<file path="config.mk">
export PLATFORM = sky130hd
export DESIGN_NAME = lsb_stego_pixel_stream_unit
export DESIGN_NICKNAME = d
export VERILOG_FILES = /design/src/design/lsp_pkg.sv /design/src/design/lsp_in_stage.sv /design/src/design/lsp_core.sv /design/src/design/lsp_out_stage.sv /design/src/design/lsb_stego_pixel_stream_unit.sv
export SDC_FILE = /design/constraint.sdc
export NUM_CORES = 1
export LEC_CHECK = 0
export BUFFER_PORTS_ARGS = -buffer_cell sky130_fd_sc_hd__buf_2
export CELL_PAD_IN_SITES_DETAIL_PLACEMENT = 1
export CELL_PAD_IN_SITES_GLOBAL_PLACEMENT = 2
export CORE_UTILIZATION = 37
export DETAILED_ROUTE_END_ITERATION = 8
export GPL_TIMING_DRIVEN = 1
export PLACE_DENSITY = 0.84
export SYNTH_ARGS = -nofsm -noshare
export SYNTH_HDL_FRONTEND = slang
export SYNTH_SLANG_ARGS = --single-unit
</file>
<file path="constraint.sdc">
create_clock -name i_clk -period 7.6 [get_ports i_clk]
set_input_delay 0.38 -clock i_clk [delete_from_list [all_inputs] [get_ports i_clk]]
set_output_delay 0.38 -clock i_clk [all_outputs]
set_load 0.02 [all_outputs]
</file>
<file path="src/design/lsp_pkg.sv">
// types and constants for the lsb stego pixel stream block
// no dependencies
package lsp_pkg;

    // pixels in the length header at the start of each frame
    localparam int unsigned HeaderPixels = 8;
    // width of the per-frame pixel counter
    localparam int unsigned CountW = 34;
    // width of the payload length
    localparam int unsigned LenW = 32;

    // operating mode
    typedef enum logic {
        MODE_EMBED   = 1'b0,
        MODE_EXTRACT = 1'b1
    } t_mode;

    // configuration register indexes
    typedef enum logic {
        CFG_MODE   = 1'b0,
        CFG_LENGTH = 1'b1
    } t_cfg_idx;

    // one input beat
    typedef struct packed {
        logic       frame_start;
        logic [7:0] alpha;
        logic [7:0] red;
        logic [7:0] green;
        logic [7:0] blue;
        logic [7:0] payload_byte;
    } t_pixel;

    // one result beat
    typedef struct packed {
        logic [7:0]      alpha;
        logic [7:0]      red;
        logic [7:0]      green;
        logic [7:0]      blue;
        logic            byte_valid;
        logic [7:0]      recovered_byte;
        logic            last_byte;
        logic            length_valid;
        logic [LenW-1:0] recovered_length;
    } t_result;

endpackage

</file>
<file path="src/design/lsp_in_stage.sv">
// input register of the pixel stream block
// depends on lsp_pkg
module lsp_in_stage (
    input  logic              i_clk,
    input  logic              i_rst_n,
    input  logic              i_valid,
    input  lsp_pkg::t_pixel   i_pixel,
    input  logic              i_pop,
    output logic              o_stall,
    output logic              o_valid,
    output lsp_pkg::t_pixel   o_pixel
);

    logic            r_valid;
    logic            n_valid;
    lsp_pkg::t_pixel r_pixel;
    logic            load;

    // take a new beat whenever the register is empty or being emptied
    assign o_stall = r_valid && !i_pop;
    assign load    = i_valid && !o_stall;

    always_comb begin
        n_valid = r_valid;
        if (load) begin
            n_valid = 1'b1;
        end else if (i_pop) begin
            n_valid = 1'b0;
        end
    end

    always_ff @(posedge i_clk) begin
        if (!i_rst_n) begin
            r_valid <= 1'b0;
        end else begin
            r_valid <= n_valid;
        end
    end

    // payload holds no reset
    always_ff @(posedge i_clk) begin
        if (load) begin
            r_pixel <= i_pixel;
        end
    end

    assign o_valid = r_valid;
    assign o_pixel = r_pixel;

endmodule

</file>
<file path="src/design/lsp_core.sv">
// per-pixel embed and extract logic with the frame state registers
// depends on lsp_pkg
module lsp_core (
    input  logic                          i_clk,
    input  logic                          i_rst_n,
    input  lsp_pkg::t_mode                i_mode,
    input  logic [lsp_pkg::LenW-1:0]      i_payload_length,
    input  logic                          i_advance,
    input  lsp_pkg::t_pixel               i_pixel,
    output lsp_pkg::t_result              o_result
);

    localparam int unsigned CW = lsp_pkg::CountW;
    localparam int unsigned LW = lsp_pkg::LenW;

    logic [CW-1:0] r_pixel_count;
    logic [7:0]    r_held_byte;
    logic [3:0]    r_low_nibble;
    logic [LW-1:0] r_header_length;

    logic [CW-1:0] n_pixel_count;
    logic [7:0]    n_held_byte;
    logic [3:0]    n_low_nibble;
    logic [LW-1:0] n_header_length;

    logic [CW-1:0] idx;
    logic [CW-1:0] d;
    logic [CW-1:0] embed_lim;
    logic [CW-1:0] extract_lim;
    logic [4:0]    nib_pos;
    logic          is_header;
    logic          even;
    logic [3:0]    nib_in;
    logic [3:0]    nib_out;
    logic          touch;
    logic [7:0]    held_eff;
    logic [3:0]    low_eff;
    logic [LW-1:0] hlen_eff;
    lsp_pkg::t_result res;

    always_comb begin
        // frame start restarts the count and clears the per-frame state
        idx      = i_pixel.frame_start ? '0 : r_pixel_count;
        held_eff = i_pixel.frame_start ? '0 : r_held_byte;
        low_eff  = i_pixel.frame_start ? '0 : r_low_nibble;
        hlen_eff = i_pixel.frame_start ? '0 : r_header_length;

        is_header   = (idx[CW-1:3] == '0);
        nib_pos     = {idx[2:0], 2'b00};
        even        = ~idx[0];
        d           = idx - CW'(lsp_pkg::HeaderPixels);
        embed_lim   = {1'b0, i_payload_length, 1'b0};
        extract_lim = {1'b0, hlen_eff, 1'b0};
        nib_in      = {i_pixel.blue[0], i_pixel.green[0], i_pixel.red[0], i_pixel.alpha[0]};

        n_held_byte     = held_eff;
        n_low_nibble    = low_eff;
        n_header_length = hlen_eff;
        nib_out         = '0;
        touch           = 1'b0;

        res                  = '0;
        res.alpha            = i_pixel.alpha;
        res.red              = i_pixel.red;
        res.green            = i_pixel.green;
        res.blue             = i_pixel.blue;

        case (i_mode)
            lsp_pkg::MODE_EMBED: begin
                // header nibbles from the length register, then payload bytes
                if (is_header) begin
                    nib_out = i_payload_length[nib_pos +: 4];
                    touch   = 1'b1;
                end else if (d < embed_lim) begin
                    if (even) begin
                        n_held_byte = i_pixel.payload_byte;
                        nib_out     = i_pixel.payload_byte[3:0];
                    end else begin
                        nib_out = held_eff[7:4];
                    end
                    touch = 1'b1;
                end
                if (touch) begin
                    res.alpha = {i_pixel.alpha[7:1], nib_out[0]};
                    res.red   = {i_pixel.red[7:1], nib_out[1]};
                    res.green = {i_pixel.green[7:1], nib_out[2]};
                    res.blue  = {i_pixel.blue[7:1], nib_out[3]};
                end
            end
            lsp_pkg::MODE_EXTRACT: begin
                // rebuild the length, then pair nibbles into bytes
                if (is_header) begin
                    n_header_length[nib_pos +: 4] = nib_in;
                end else if (d < extract_lim) begin
                    if (even) begin
                        n_low_nibble = nib_in;
                    end else begin
                        res.byte_valid     = 1'b1;
                        res.recovered_byte = {nib_in, low_eff};
                        res.last_byte      = (d[CW-1:1] == ({1'b0, hlen_eff} - (LW+1)'(1)));
                    end
                end
                if (!(is_header && (idx[2:0] != 3'd7))) begin
                    res.length_valid     = 1'b1;
                    res.recovered_length = n_header_length;
                end
            end
            default: begin
                touch = 1'b0;
            end
        endcase

        // counter saturates at all ones
        n_pixel_count = (&idx) ? idx : idx + CW'(1);
    end

    always_ff @(posedge i_clk) begin
        if (!i_rst_n) begin
            r_pixel_count   <= '0;
            r_held_byte     <= '0;
            r_low_nibble    <= '0;
            r_header_length <= '0;
        end else if (i_advance) begin
            r_pixel_count   <= n_pixel_count;
            r_held_byte     <= n_held_byte;
            r_low_nibble    <= n_low_nibble;
            r_header_length <= n_header_length;
        end
    end

    assign o_result = res;

endmodule

</file>
<file path="src/design/lsp_out_stage.sv">
// result register of the pixel stream block
// depends on lsp_pkg
module lsp_out_stage (
    input  logic              i_clk,
    input  logic              i_rst_n,
    input  logic              i_load,
    input  lsp_pkg::t_result  i_result,
    input  logic              i_stall,
    output logic              o_free,
    output logic              o_valid,
    output lsp_pkg::t_result  o_result
);

    logic             r_valid;
    logic             n_valid;
    lsp_pkg::t_result r_result;

    // free when empty or when the held beat leaves this edge
    assign o_free = !r_valid || !i_stall;

    always_comb begin
        n_valid = r_valid;
        if (i_load) begin
            n_valid = 1'b1;
        end else if (!i_stall) begin
            n_valid = 1'b0;
        end
    end

    always_ff @(posedge i_clk) begin
        if (!i_rst_n) begin
            r_valid <= 1'b0;
        end else begin
            r_valid <= n_valid;
        end
    end

    always_ff @(posedge i_clk) begin
        if (i_load) begin
            r_result <= i_result;
        end
    end

    assign o_valid  = r_valid;
    assign o_result = r_result;

endmodule

</file>
<file path="src/design/lsb_stego_pixel_stream_unit.sv">
// lsb stego pixel stream unit: hides or recovers four bits per argb pixel
// the input channel carries one pixel a beat with the payload byte to embed;
// the output channel carries the pixel after embedding, or passed through,
// with any extracted byte and the decoded header length.
// a configuration write port sets the mode (embed or extract) and the
// payload length; the user must write it only while the block is idle,
// which the block itself does not enforce.
// throughput: one pixel a clock while the receiver does not stall, set by
// the input register and the result register on either side of the
// combinational embed and extract logic.
// a beat is accepted while an earlier result still waits at the output.
// when the receiver stalls the result holds; the input register still takes
// one more beat, then the input is stalled until the output moves.
// reset (synchronous, active low) empties both registers, sets embed mode,
// length zero, and restarts pixel counting at the first pixel.
// frame start on a beat restarts counting at that pixel.
// depends on lsp_pkg, lsp_in_stage, lsp_core, lsp_out_stage
module lsb_stego_pixel_stream_unit (
    input  logic        i_clk,
    input  logic        i_rst_n,
    // configuration
    input  logic        i_cfg_we,
    input  logic        i_cfg_idx,
    input  logic [31:0] i_cfg_data,
    // input channel
    input  logic        i_in_valid,
    output logic        o_in_stall,
    input  logic        i_frame_start,
    input  logic [7:0]  i_alpha,
    input  logic [7:0]  i_red,
    input  logic [7:0]  i_green,
    input  logic [7:0]  i_blue,
    input  logic [7:0]  i_payload_byte,
    // output channel
    output logic        o_out_valid,
    input  logic        i_out_stall,
    output logic [7:0]  o_out_alpha,
    output logic [7:0]  o_out_red,
    output logic [7:0]  o_out_green,
    output logic [7:0]  o_out_blue,
    output logic        o_byte_valid,
    output logic [7:0]  o_recovered_byte,
    output logic        o_last_byte,
    output logic        o_length_valid,
    output logic [31:0] o_recovered_length
);

    lsp_pkg::t_mode              r_mode;
    logic [lsp_pkg::LenW-1:0]    r_payload_length;
    lsp_pkg::t_pixel             in_pixel;
    lsp_pkg::t_pixel             stage_pixel;
    logic                        stage_valid;
    logic                        out_free;
    logic                        advance;
    lsp_pkg::t_result            core_result;
    lsp_pkg::t_result            out_result;

    // configuration registers
    always_ff @(posedge i_clk) begin
        if (!i_rst_n) begin
            r_mode           <= lsp_pkg::MODE_EMBED;
            r_payload_length <= '0;
        end else if (i_cfg_we) begin
            case (lsp_pkg::t_cfg_idx'(i_cfg_idx))
                lsp_pkg::CFG_MODE: begin
                    r_mode <= lsp_pkg::t_mode'(i_cfg_data[0]);
                end
                lsp_pkg::CFG_LENGTH: begin
                    r_payload_length <= i_cfg_data;
                end
                default: begin
                    r_mode <= r_mode;
                end
            endcase
        end
    end

    assign in_pixel = '{
        frame_start:  i_frame_start,
        alpha:        i_alpha,
        red:          i_red,
        green:        i_green,
        blue:         i_blue,
        payload_byte: i_payload_byte
    };

    // pixel moves from input register to result register
    assign advance = stage_valid && out_free;

    lsp_in_stage u_in_stage (
        .i_clk   (i_clk),
        .i_rst_n (i_rst_n),
        .i_valid (i_in_valid),
        .i_pixel (in_pixel),
        .i_pop   (advance),
        .o_stall (o_in_stall),
        .o_valid (stage_valid),
        .o_pixel (stage_pixel)
    );

    lsp_core u_core (
        .i_clk            (i_clk),
        .i_rst_n          (i_rst_n),
        .i_mode           (r_mode),
        .i_payload_length (r_payload_length),
        .i_advance        (advance),
        .i_pixel          (stage_pixel),
        .o_result         (core_result)
    );

    lsp_out_stage u_out_stage (
        .i_clk    (i_clk),
        .i_rst_n  (i_rst_n),
        .i_load   (advance),
        .i_result (core_result),
        .i_stall  (i_out_stall),
        .o_free   (out_free),
        .o_valid  (o_out_valid),
        .o_result (out_result)
    );

    assign o_out_alpha        = out_result.alpha;
    assign o_out_red          = out_result.red;
    assign o_out_green        = out_result.green;
    assign o_out_blue         = out_result.blue;
    assign o_byte_valid       = out_result.byte_valid;
    assign o_recovered_byte   = out_result.recovered_byte;
    assign o_last_byte        = out_result.last_byte;
    assign o_length_valid     = out_result.length_valid;
    assign o_recovered_length = out_result.recovered_length;

endmodule

</file>
==> results of run 1 <==
critical path: cells and delay by family, from the launching register on:
kind	cells	cell delay, ns
AOI/OAI and AO/OA	10	2.81
and+or+nand+nor	4	1.27
xor gates and xnor gates	1	0.15
buffers and inverters	1	0.20
adders and majority gates	2	0.71
DFF	1	0.36
area by class of cell:
cell class	count	area, sq um	share of cell area [%]
Sequential cell	225	5670	36.4
Timing Repair Buffer	206	1250	8.02
Tap cell	455	569	3.66
Inverter	68	256	1.65
Clock inverter	12	139	0.892
Clock buffer	40	786	5.05
Multi-Input combinational cell	1077	6910	44.4
kinds of logic (layout without fill, tap and decap cells):
group,count (synthesis),in the layout
AO/OA/AOI/OAI,303,303
XOR/XNOR,81,81
adder cells (fa/ha/maj),63,63
buffers and inverters,157,326
flip-flops,225,225
multiplexers,20,20
AND/OR/NAND/NOR,610,610
final timing paths:
path	from	end	slack, ns	depth (start not counted)
min reg2reg	u_in_stage.o_pixel[28]$_DFFE_PP_	u_out_stage.o_result[63]$_DFFE_PP_	0.42	0
min	i_blue[6]	u_in_stage.o_pixel[14]$_DFFE_PP_	0.02	1
max	u_in_stage.o_pixel[40]$_DFFE_PP_	u_out_stage.o_result[67]$_DFFE_PP_	1.82	18
max reg2reg	u_in_stage.o_pixel[40]$_DFFE_PP_	u_out_stage.o_result[67]$_DFFE_PP_	1.82	18
cell usage after synthesis (all sizes together) (19+ instances only):
cell type / n
nor2: 156
a21oi: 72
a22oi: 19
nor3: 39
ha: 58
nor2b: 26
xnor2: 43
and2: 29
edfxtp: 116
nand2: 198
inv: 67
a21boi: 29
o21ai: 44
clkbuf: 75
dfxtp: 109
nand3: 35
nor4: 33
nand4: 24
xor2: 36
metal layers:
metal  global-route usage (%)  up-vias  share of wire, %
met1                     34.5     5833                46
met5                        0        -                 0
met4                     8.83        0               3.2
met2                     41.8      307                46
met3                     2.87       70               4.5
li1                         -     5558                 -
sequential cells by signal, indices dropped and copies added, names as in the netlist, 4 cells and up:
signal,cells
u_core.r_low_nibble,4
u_core.r_header_length,32
u_in_stage.o_pixel,41
u_out_stage.o_result,75
u_core.r_pixel_count,34
u_core.r_held_byte,4
r_payload_length,32
through the flow:
stage	hold slack (ns)	setup WS (ns)	power [mW]	cell area, sq um
6_report	0.0190	1.82	2.91	15600
5_1_grt	0.00606	1.44	3.00	15600
4_1_cts	0.000817	1.91	2.94	15600
3_5_place_dp	0.405	1.92	1.59	14300
3_3_place_gp	0.400	2.25	1.59	14300
2_1_floorplan	0.400	1.57	1.49	13200
report_power, final:
group | internal [mW] | total [mW] | switching, mW
combinational | 0.0815 | 0.240 | 0.158
sequential | 1.32 | 1.34 | 0.0243
clock | 0.789 | 1.32 | 0.533
repair_timing:
action | CTS | global route
hold buffers | 36 | 0
endpoints found under the hold margin | 36 | 0
setup endpoints to repair | 0 | 0
==> impl_metrics.toml, run 1 <==
[sta]
rsz0062_at_grt = "false"
worstMarginPinSlew_ns = 1.28
skew_ns = 0.0187
period_share_pct = 76.0
finalCriticalPeriod_ns = 5.78
finalSetupViolCount = 0
setup_tns_ns = 0
slew_headroom_pct = 14.0
drv_slew = 0
finalHoldViolations = 0
max_freq_ghz = 0.173

[layout]
mostFrequentLayoutCell = "nand2_1"
num_antenna_cells = 0
drive_gt1_share_pct = 15.9
syn_to_final_growth_pct = 18.2
final_cells = 2083
finalNetCount = 1743
fill_cells = 4061
final_core_util_pct = 44.7
most-common-layout-cells = "198 x nand2_1, 156 x nor2_1, 155 x buf_2, 116 x edfxtp_1, 109 x dfxtp_1"

[yosys]
synthAdderAreaFrac_pct = 5.91
synth_largest_area_cell = "edfxtp_1"
synth_flop_cell = "edfxtp_1"
synth_cells = 1459
avgSynthCellArea_sq_um = 9.03
netlist.area_leader.share_pct = 26.4
post_synth_xor_area_fraction_pct = 5.59
synth.area.mux_share_pct = 1.96
ys_async_sr_fraction_pct = 0
synth_top_family_by_area = "simple AND/OR/NAND/NOR gates"
netlist_area_sq_mm = 0.0132
synth_edf_count = 116
yosys.area_share.simple_pct = 22.8
yosys_warnings = 0
ys_types = 88
synth_area_leaders = "edfxtp_1 26%, dfxtp_1 17%, nand2_1 5.6%"
seq_area_frac_synth_pct = 43.0
ys_seq_elements = 225
synthesis.nets = 1596
synth_compound_area_share_pct = 16.0

[clock_network]
clock_sinks = 225
cts_setup_buffers = 0
cts_tree = "yes"
insertion_delay_ns = 0.56
clk_path_buf_depth = 3
clk_pin_slew_ns = 0.06
htree_levels = 1
cts-resized-gates = 0
cts_buffers = 28
cts_root_buf = "clkbuf_16"

[global_route]
grt_usage_pct = 25.4
grt_pass1_wl_um = 70900
overflow = 0
first_global_vias = 12000
grt_max_degree = 64
antenna_found_initial = 0

[place]
port_buffers = 155
place_hpwl_um = 33800
gp_congestion = 0.925
placed_cells_incl_taps = 1995

[critical_path]
criticalPathCategory = "flop to flop"
slowest_delay_ns = 0.66
cp-end-kind = "flop"
start_kind = "flop"
cp_slowest_cell = "or4b_2"
required_ns = 7.89
critical_path_peak_fanout = 27
crit_chain = "inv_2, nand2_1, ha_1, or4b_2, a211oi_2, nand2_1, xor2_1, a21oi_1, ha_1, a211oi_1, o21ai_0, nor4_1, o21ai_0, a221oi_1, a211oi_1, o211ai_1, a21boi_1, a221o_1"
crit_arrival_ns = 6.07

[die]
die_w_um = 191
die_area_sq_mm = 0.0364
start_util_pct = 37.9
core_sq_mm = 0.0348
pin_count = 156
die_h_um = 191
fp-row-count = 68

[hold_path]
hp-class = "input pin to flop"

[power]
cellPowerDensity_mw_per_mm2 = 187
p_leak_nw = 5.77
peakVddDrop_uv = 192

[detailed_routing]
drc = 0
drtPass1Iterations = 5
vias = 11800
routed_wl_um = 45900
post_drt_via_cell_ratio = 5.65
ant_nets = 0
drtIter0Drc = 726
avgRoutedWirePerCell_um = 22.0

[outcome]
status = "complete, no violations"

[run]
cap_violations = 0
Note: power is estimated with default switching activity, not from simulation.
==> run 2, diff against run 1 <==
--- a/config.mk
+++ b/config.mk
@@ -5,13 +5,14 @@
 export SDC_FILE = /design/constraint.sdc
 export NUM_CORES = 1
 export LEC_CHECK = 0
+export ABC_AREA = 1
 export BUFFER_PORTS_ARGS = -buffer_cell sky130_fd_sc_hd__buf_2
 export CELL_PAD_IN_SITES_DETAIL_PLACEMENT = 1
 export CELL_PAD_IN_SITES_GLOBAL_PLACEMENT = 2
-export CORE_UTILIZATION = 37
+export CORE_UTILIZATION = 34
 export DETAILED_ROUTE_END_ITERATION = 8
 export GPL_TIMING_DRIVEN = 1
-export PLACE_DENSITY = 0.84
+export PLACE_DENSITY = 0.83
 export SYNTH_ARGS = -nofsm -noshare
 export SYNTH_HDL_FRONTEND = slang
 export SYNTH_SLANG_ARGS = --single-unit
==> constraint.sdc (replaced) <==
create_clock -name i_clk -period 5.4 [get_ports i_clk]
set_input_delay 0.27 -clock i_clk [delete_from_list [all_inputs] [get_ports i_clk]]
set_output_delay 0.27 -clock i_clk [all_outputs]
set_load 0.02 [all_outputs]
==> impl_metrics.toml, run 2 <==
[outcome]
status = "finished with violations"
violations = "DRC"

[yosys]
synth_area_leaders = "edfxtp_1 25%, dfxtp_1 15%, nand2_1 11%"
synthAdderAreaFrac_pct = 5.12
synth_most_common_cell = "nand2_1"
synth_top_family_by_area = "simple AND/OR/NAND/NOR gates"
synth_flop_cell = "edfxtp_1"
ys_seq_elements = 225
synth_cells = 1913
synth_common_cells = "424 x nand2_1, 226 x inv_1, 211 x nor2_1, 168 x a21oi_1, 136 x o21ai_0"
synth_largest_area_cell = "edfxtp_1"
ys_async_sr_fraction_pct = 0
synth_compound_area_share_pct = 13.2
netlist_area_sq_mm = 0.0142
post_synth_xor_area_fraction_pct = 2.89
synth.area.mux_share_pct = 0.212
netlist.area_leader.share_pct = 24.6
synthesis.nets = 2050
yosys_warnings = 0
yosys.area_share.simple_pct = 29.9
avgSynthCellArea_sq_um = 7.41
ys_types = 61
synth_edf_count = 116
seq_area_frac_synth_pct = 39.9

[sta]
finalCriticalPeriod_ns = 4.38
skew_ns = 0.0258
rsz0062_at_grt = "false"
finalHoldViolations = 0
period_share_pct = 81.1
setup_tns_ns = 0
slew_headroom_pct = 28.6
max_freq_ghz = 0.228
finalSetupViolCount = 0
worstMarginPinSlew_ns = 1.07
drv_slew = 0

[critical_path]
crit_chain = "clkinv_2, nand2_2, ha_1, nand3_1, nor2_1, nand3_1, nor2_1, nand2_1, xor2_1, inv_1, ha_1, a21o_1, a211oi_1, nand2_1, nor2_4, nand2_1, nand2_1, nand2_2, nand2_1, nand3_1"
reg2reg_slack_ns = 1.02
worstRegToRegCells = 20
path_buf_inv = 2
cp_top_family = "simple AND/OR/NAND/NOR gates"
cp-end-kind = "flop"
slowest_delay_ns = 0.37
cpMostUsedCell = "nand2_1"
criticalPathCategory = "flop to flop"
cp_slowest_cell = "edfxtp_1"
start_kind = "flop"
reg2reg_to = "u_out_stage.o_result[43]$_DFFE_PP_"
critical_path_peak_fanout = 17
required_ns = 5.71
r2r_start = "u_in_stage.o_pixel[40]$_DFFE_PP_"
crit_arrival_ns = 4.69

[clock_network]
cts_setup_buffers = 0
holdBufCountCts = 59
htree_levels = 1
clock_sinks = 225
cts-resized-gates = 0
insertion_delay_ns = 0.58
clk_pin_slew_ns = 0.06
clk_path_buf_depth = 3
cts_root_buf = "clkbuf_16"
cts_tree = "yes"
cts_buffers = 27

[place]
placed_cells_incl_taps = 2549
place_hpwl_um = 39900
port_buffers = 155
gp_congestion = 0.913

[layout]
num_antenna_cells = 0
finalNetCount = 2242
most-common-layout-cells = "423 x nand2_1, 222 x inv_1, 209 x nor2_1, 168 x a21oi_1, 155 x buf_2"
largest_register_ffs = 75
mostFrequentLayoutCell = "nand2_1"
drive_gt1_share_pct = 15.4
syn_to_final_growth_pct = 18.9
fill_cells = 5101
final_cells = 2658

[die]
die_w_um = 206
fp-row-count = 74
die_area_sq_mm = 0.0425
pin_count = 156
core_sq_mm = 0.0410
die_h_um = 206
start_util_pct = 34.6

[hold_path]
holdCritStartpoint = "i_cfg_data[16]"
hold_depth = 3
hp-class = "input pin to flop"
hold-path-endpoint = "r_payload_length[16]$_SDFFE_PN0P_"

[global_route]
use_met1_pct = 33.6
grt_max_degree = 74
met3_usage_pct = 2.14
grt_use_met2_pct = 42.0
grt_usage_pct = 24.7
grt_pass1_wl_um = 80100
overflow = 0
antenna_found_initial = 0
first_global_vias = 13900
grt_busiest_layer = "met2"

[detailed_routing]
vias = 13800
routed_wl_um = 52400
ant_nets = 0
drc = 26
drtPass1Iterations = 9
post_drt_via_cell_ratio = 5.18
drtIter0Drc = 745
avgRoutedWirePerCell_um = 19.7

[power]
cellPowerDensity_mw_per_mm2 = 255
p_leak_nw = 7.30
peakVddDrop_uv = 218

[run]
cap_violations = 0
[run 2: cell count changes after synthesis, moves of 26 or more]
cell / change
a21boi_0: -27
a21oi_1: +96
and2_1: -29
nand3_1: +82
inv_1: +160
o21ai_0: +95
nand2_2: +35
nor2_1: +55
nor2b_1: -26
clkbuf_1: -31
nand2_1: +226
xnor2_1: -36
[run 2: worst max-delay path by stage]
stage,from,endpoint,depth (start not counted),slack (ns)
4_1_cts,u_in_stage.o_pixel[40]$_DFFE_PP_,u_out_stage.o_result[43]$_DFFE_PP_,20,1.02
3_3_place_gp,u_in_stage.o_pixel[40]$_DFFE_PP_,u_out_stage.o_result[59]$_DFFE_PP_,24,1.26
5_1_grt,u_in_stage.o_pixel[40]$_DFFE_PP_,u_core.r_low_nibble[1]$_SDFFE_PN0P_,26,0.66
6_report,u_in_stage.o_pixel[40]$_DFFE_PP_,u_out_stage.o_result[43]$_DFFE_PP_,20,1.02
3_5_place_dp,u_in_stage.o_pixel[40]$_DFFE_PP_,u_out_stage.o_result[43]$_DFFE_PP_,20,1.06
2_1_floorplan,u_out_stage.o_valid$_SDFFE_PN0P_,u_core.r_pixel_count[27]$_SDFFE_PN0P_,6,1.78
[run 2: report_power, final]
group / switching (mW) / total (mW) / internal [mW]
logic: 0.398 / 0.596 / 0.198
registers: 0.0436 / 1.92 / 1.87
clock network: 0.805 / 1.80 / 0.990
total: 1.25 / 4.31 / 3.06
[run 2: kinds of logic after synthesis]
family / count (synthesis)
xor+xnor: 46
simple gates: 922
fa+ha+maj: 58
buf+inv: 306
flops: 225
compound gates: 353
mux: 3
[run 2: per-layer routing]
layer  vias to the layer above  wire length [um]
met5                         -                 0
met4                         0               958
met3                        53              1900
met2                       274             25000
met1                      6704             24600
li1                       6728                 -
[run 2: metrics by stage]
stage	setup WS [ns]	hold slack, ns	cell area (sq um)	utilization, %	power, mW
2_1_floorplan	1.78	0.369	14200	-	2.31
6_report	1.02	0.0228	16900	41.1	4.31
4_1_cts	1.02	0.00373	16900	41.1	4.33
3_5_place_dp	1.06	0.406	15400	37.6	2.51
3_3_place_gp	1.26	0.400	15400	37.6	2.49
5_1_grt	0.658	0.0328	16900	41.1	4.48
[run 2: worst reg2reg max path, cell delays in order (launching register included)]
cell and delay [ns]:
edfxtp_1 0.37, clkinv_2 0.26, nand2_2 0.26, ha_1 0.35, nand3_1 0.19, nor2_1 0.29, nand3_1 0.21, nor2_1 0.20
nand2_1 0.09, xor2_1 0.23, inv_1 0.10, ha_1 0.30, a21o_1 0.17, a211oi_1 0.24, nand2_1 0.12, nor2_4 0.23
nand2_1 0.12, nand2_1 0.09, nand2_2 0.10, nand2_1 0.10, nand3_1 0.08
[run 2: cell type report]
cell class	count	area [sq um]	area share, %
Clock inverter	17	138	0.816
Timing Repair Buffer	231	1490	8.86
Clock buffer	33	708	4.20
Sequential cell	225	5670	33.6
Inverter	238	895	5.31
Tap cell	532	666	3.95
Multi-Input combinational cell	1382	7300	43.3
==> run 3, diff against run 2 <==
--- a/config.mk
+++ b/config.mk
@@ -9,10 +9,10 @@
 export BUFFER_PORTS_ARGS = -buffer_cell sky130_fd_sc_hd__buf_2
 export CELL_PAD_IN_SITES_DETAIL_PLACEMENT = 1
 export CELL_PAD_IN_SITES_GLOBAL_PLACEMENT = 2
-export CORE_UTILIZATION = 34
+export CORE_UTILIZATION = 31
 export DETAILED_ROUTE_END_ITERATION = 8
 export GPL_TIMING_DRIVEN = 1
-export PLACE_DENSITY = 0.83
+export PLACE_DENSITY = 0.8
 export SYNTH_ARGS = -nofsm -noshare
 export SYNTH_HDL_FRONTEND = slang
 export SYNTH_SLANG_ARGS = --single-unit
==> constraint.sdc (replaced) <==
create_clock -name i_clk -period 3.8 [get_ports i_clk]
set_input_delay 0.19 -clock i_clk [delete_from_list [all_inputs] [get_ports i_clk]]
set_output_delay 0.19 -clock i_clk [all_outputs]
set_load 0.02 [all_outputs]
==> impl_metrics.toml, run 3 (synthesis results as in run 2) <==
[outcome]
status = "complete, no violations"

[die]
die_area_sq_mm = 0.0466
die_w_um = 216
start_util_pct = 31.3
die_h_um = 216
pin_count = 156
core_sq_mm = 0.0453
fp-row-count = 78

[critical_path]
required_ns = 4.25
crit_arrival_ns = 4.02
cp_top_family = "simple AND/OR/NAND/NOR gates"
worstRegToRegCells = 16
cp_slowest_cell = "nor2_1"
path_buf_inv = 4
slowest_delay_ns = 0.61
critical_path_peak_fanout = 21
start_kind = "flop"
cp-end-kind = "flop"
criticalPathCategory = "flop to flop"
crit_chain = "buf_4, buf_4, nor2_1, nand3_1, nor4_4, nand3_1, nor2_2, nand2_2, nand2_2, inv_2, nand2_2, inv_2, nand2_1, nor2_1, a21oi_1, nor3_1"
r2r_start = "u_in_stage.o_pixel[40]$_DFFE_PP_"
reg2reg_slack_ns = 0.23
reg2reg_to = "u_core.r_pixel_count[28]$_SDFFE_PN0P_"
worstSetupStartpoint = "u_in_stage.o_pixel[40]$_DFFE_PP_"
cpMostUsedCell = "nand2_2"

[layout]
final_cells = 2802
drive_gt1_share_pct = 18.9
final_core_util_pct = 39.4
num_antenna_cells = 0
syn_to_final_growth_pct = 25.8
finalNetCount = 2316
fin_area_sq_mm = 0.0178
largest_register_ffs = 75
most-common-layout-cells = "419 x nand2_1, 222 x inv_1, 203 x nor2_1, 168 x a21oi_1, 155 x buf_2"
mostFrequentLayoutCell = "nand2_1"

[place]
place_hpwl_um = 40800
placed_cells_incl_taps = 2672
gp_congestion = 0.944
port_buffers = 155
placed_area_sq_mm = 0.0160

[sta]
period_share_pct = 93.9
finalCriticalPeriod_ns = 3.57
setup_tns_ns = 0
max_freq_ghz = 0.280
rsz0062_at_grt = "true"
worstMarginPinSlew_ns = 1.10
slew_headroom_pct = 26.5
finalSetupViolCount = 0
finalHoldViolations = 0
drv_slew = 0
skew_ns = 0.0237

[global_route]
grt_busiest_layer = "met2"
grt_max_degree = 77
grt_usage_pct = 22.8
grt_pass1_wl_um = 82400
first_global_vias = 14400
overflow = 0
antenna_found_initial = 0
grt_use_met2_pct = 37.9
use_met1_pct = 30.9
met3_usage_pct = 2.59

[detailed_routing]
routed_wl_um = 53900
post_drt_via_cell_ratio = 5.03
avgRoutedWirePerCell_um = 19.2
drtPass1Iterations = 5
vias = 14100
ant_nets = 0
drtIter0Drc = 721
drc = 0

[hold_path]
hold_depth = 3
hold-path-endpoint = "r_payload_length[20]$_SDFFE_PN0P_"
holdCritStartpoint = "i_cfg_data[20]"
hp-class = "input pin to flop"

[clock_network]
cts_buffers = 29
cts_tree = "yes"
clk_pin_slew_ns = 0.06
htree_levels = 1
cts_root_buf = "clkbuf_16"
clock_sinks = 225
insertion_delay_ns = 0.59
clk_path_buf_depth = 3

[power]
peakVddDrop_uv = 335
p_leak_nw = 7.73
cellPowerDensity_mw_per_mm2 = 357
finalPower_mw = 6.37

[run]
cap_violations = 0
[run 3: cell count changes in the layout (fill, tap and decap cells not counted), sizes merged]
| cell | previous run | this run |
|---|---|---|
| clkinvlp | 1 | 3 |
| clkbuf | 33 | 38 |
| clkinv | 15 | 11 |
| dlygate4sd3 | 59 | 71 |
| buf | 172 | 231 |
| bufinv | 1 | 3 |
[run 3: worst max path at each step]
stage,endpoint,slack [ns],cells past startpoint
2_1_floorplan,u_core.r_pixel_count[27]$_SDFFE_PN0P_,0.18,6
3_3_place_gp,u_out_stage.o_result[40]$_SDFFCE_PP0P_,0.19,23
3_5_place_dp,u_out_stage.o_result[43]$_DFFE_PP_,0.02,20
4_1_cts,u_out_stage.o_result[43]$_DFFE_PP_,0.05,20
5_1_grt,u_out_stage.o_result[33]$_SDFFCE_PP0P_,-0.05,27
6_report,u_core.r_pixel_count[28]$_SDFFE_PN0P_,0.23,16
[run 3: layout make-up]
| class | instances | area, sq um |
|---|---|---|
| flip-flops and latches | 225 | 5670 |
| fillers | 5626 | 27400 |
| clock inverters | 17 | 185 |
| repair buffers | 303 | 2130 |
| clock buffers | 37 | 756 |
| inverters | 238 | 898 |
| well taps | 600 | 751 |
| multi-input cells | 1382 | 7460 |
[run 3: metrics by stage]
step	hold WS, ns	setup WS (ns)
2_1_floorplan	0.289	0.182
3_3_place_gp	0.366	0.185
3_5_place_dp	0.368	0.0204
4_1_cts	0.0189	0.0472
5_1_grt	0.0171	-0.0488
6_report	0.0474	0.232
[run 3: timing repair]
action / in CTS / in global routing
pin swaps: 0 / 4
gates resized for setup: 2 / 36
hold endpoints to repair: 70 / 0
buffers inserted: 0 / 4
cloned: 0 / 1
hold buffers: 71 / 0
endpoints found under the setup margin: 4 / 38
[run 3: per-layer routing]
metal	part of all wire, %	routed length [um]
met1	46	24800
met2	47	25100
met3	4.4	2360
met4	3.1	1650
met5	0	0
[run 3: report_power, final]
part,internal [mW],switching (mW)
Combinational,0.309,0.576
Sequential,2.66,0.0582
Clock,1.62,1.15
[run 3: worst min-delay path: stages]
cell,delay (ns)
buf_2,0.08
o21ai_0,0.18
a21oi_1,0.16
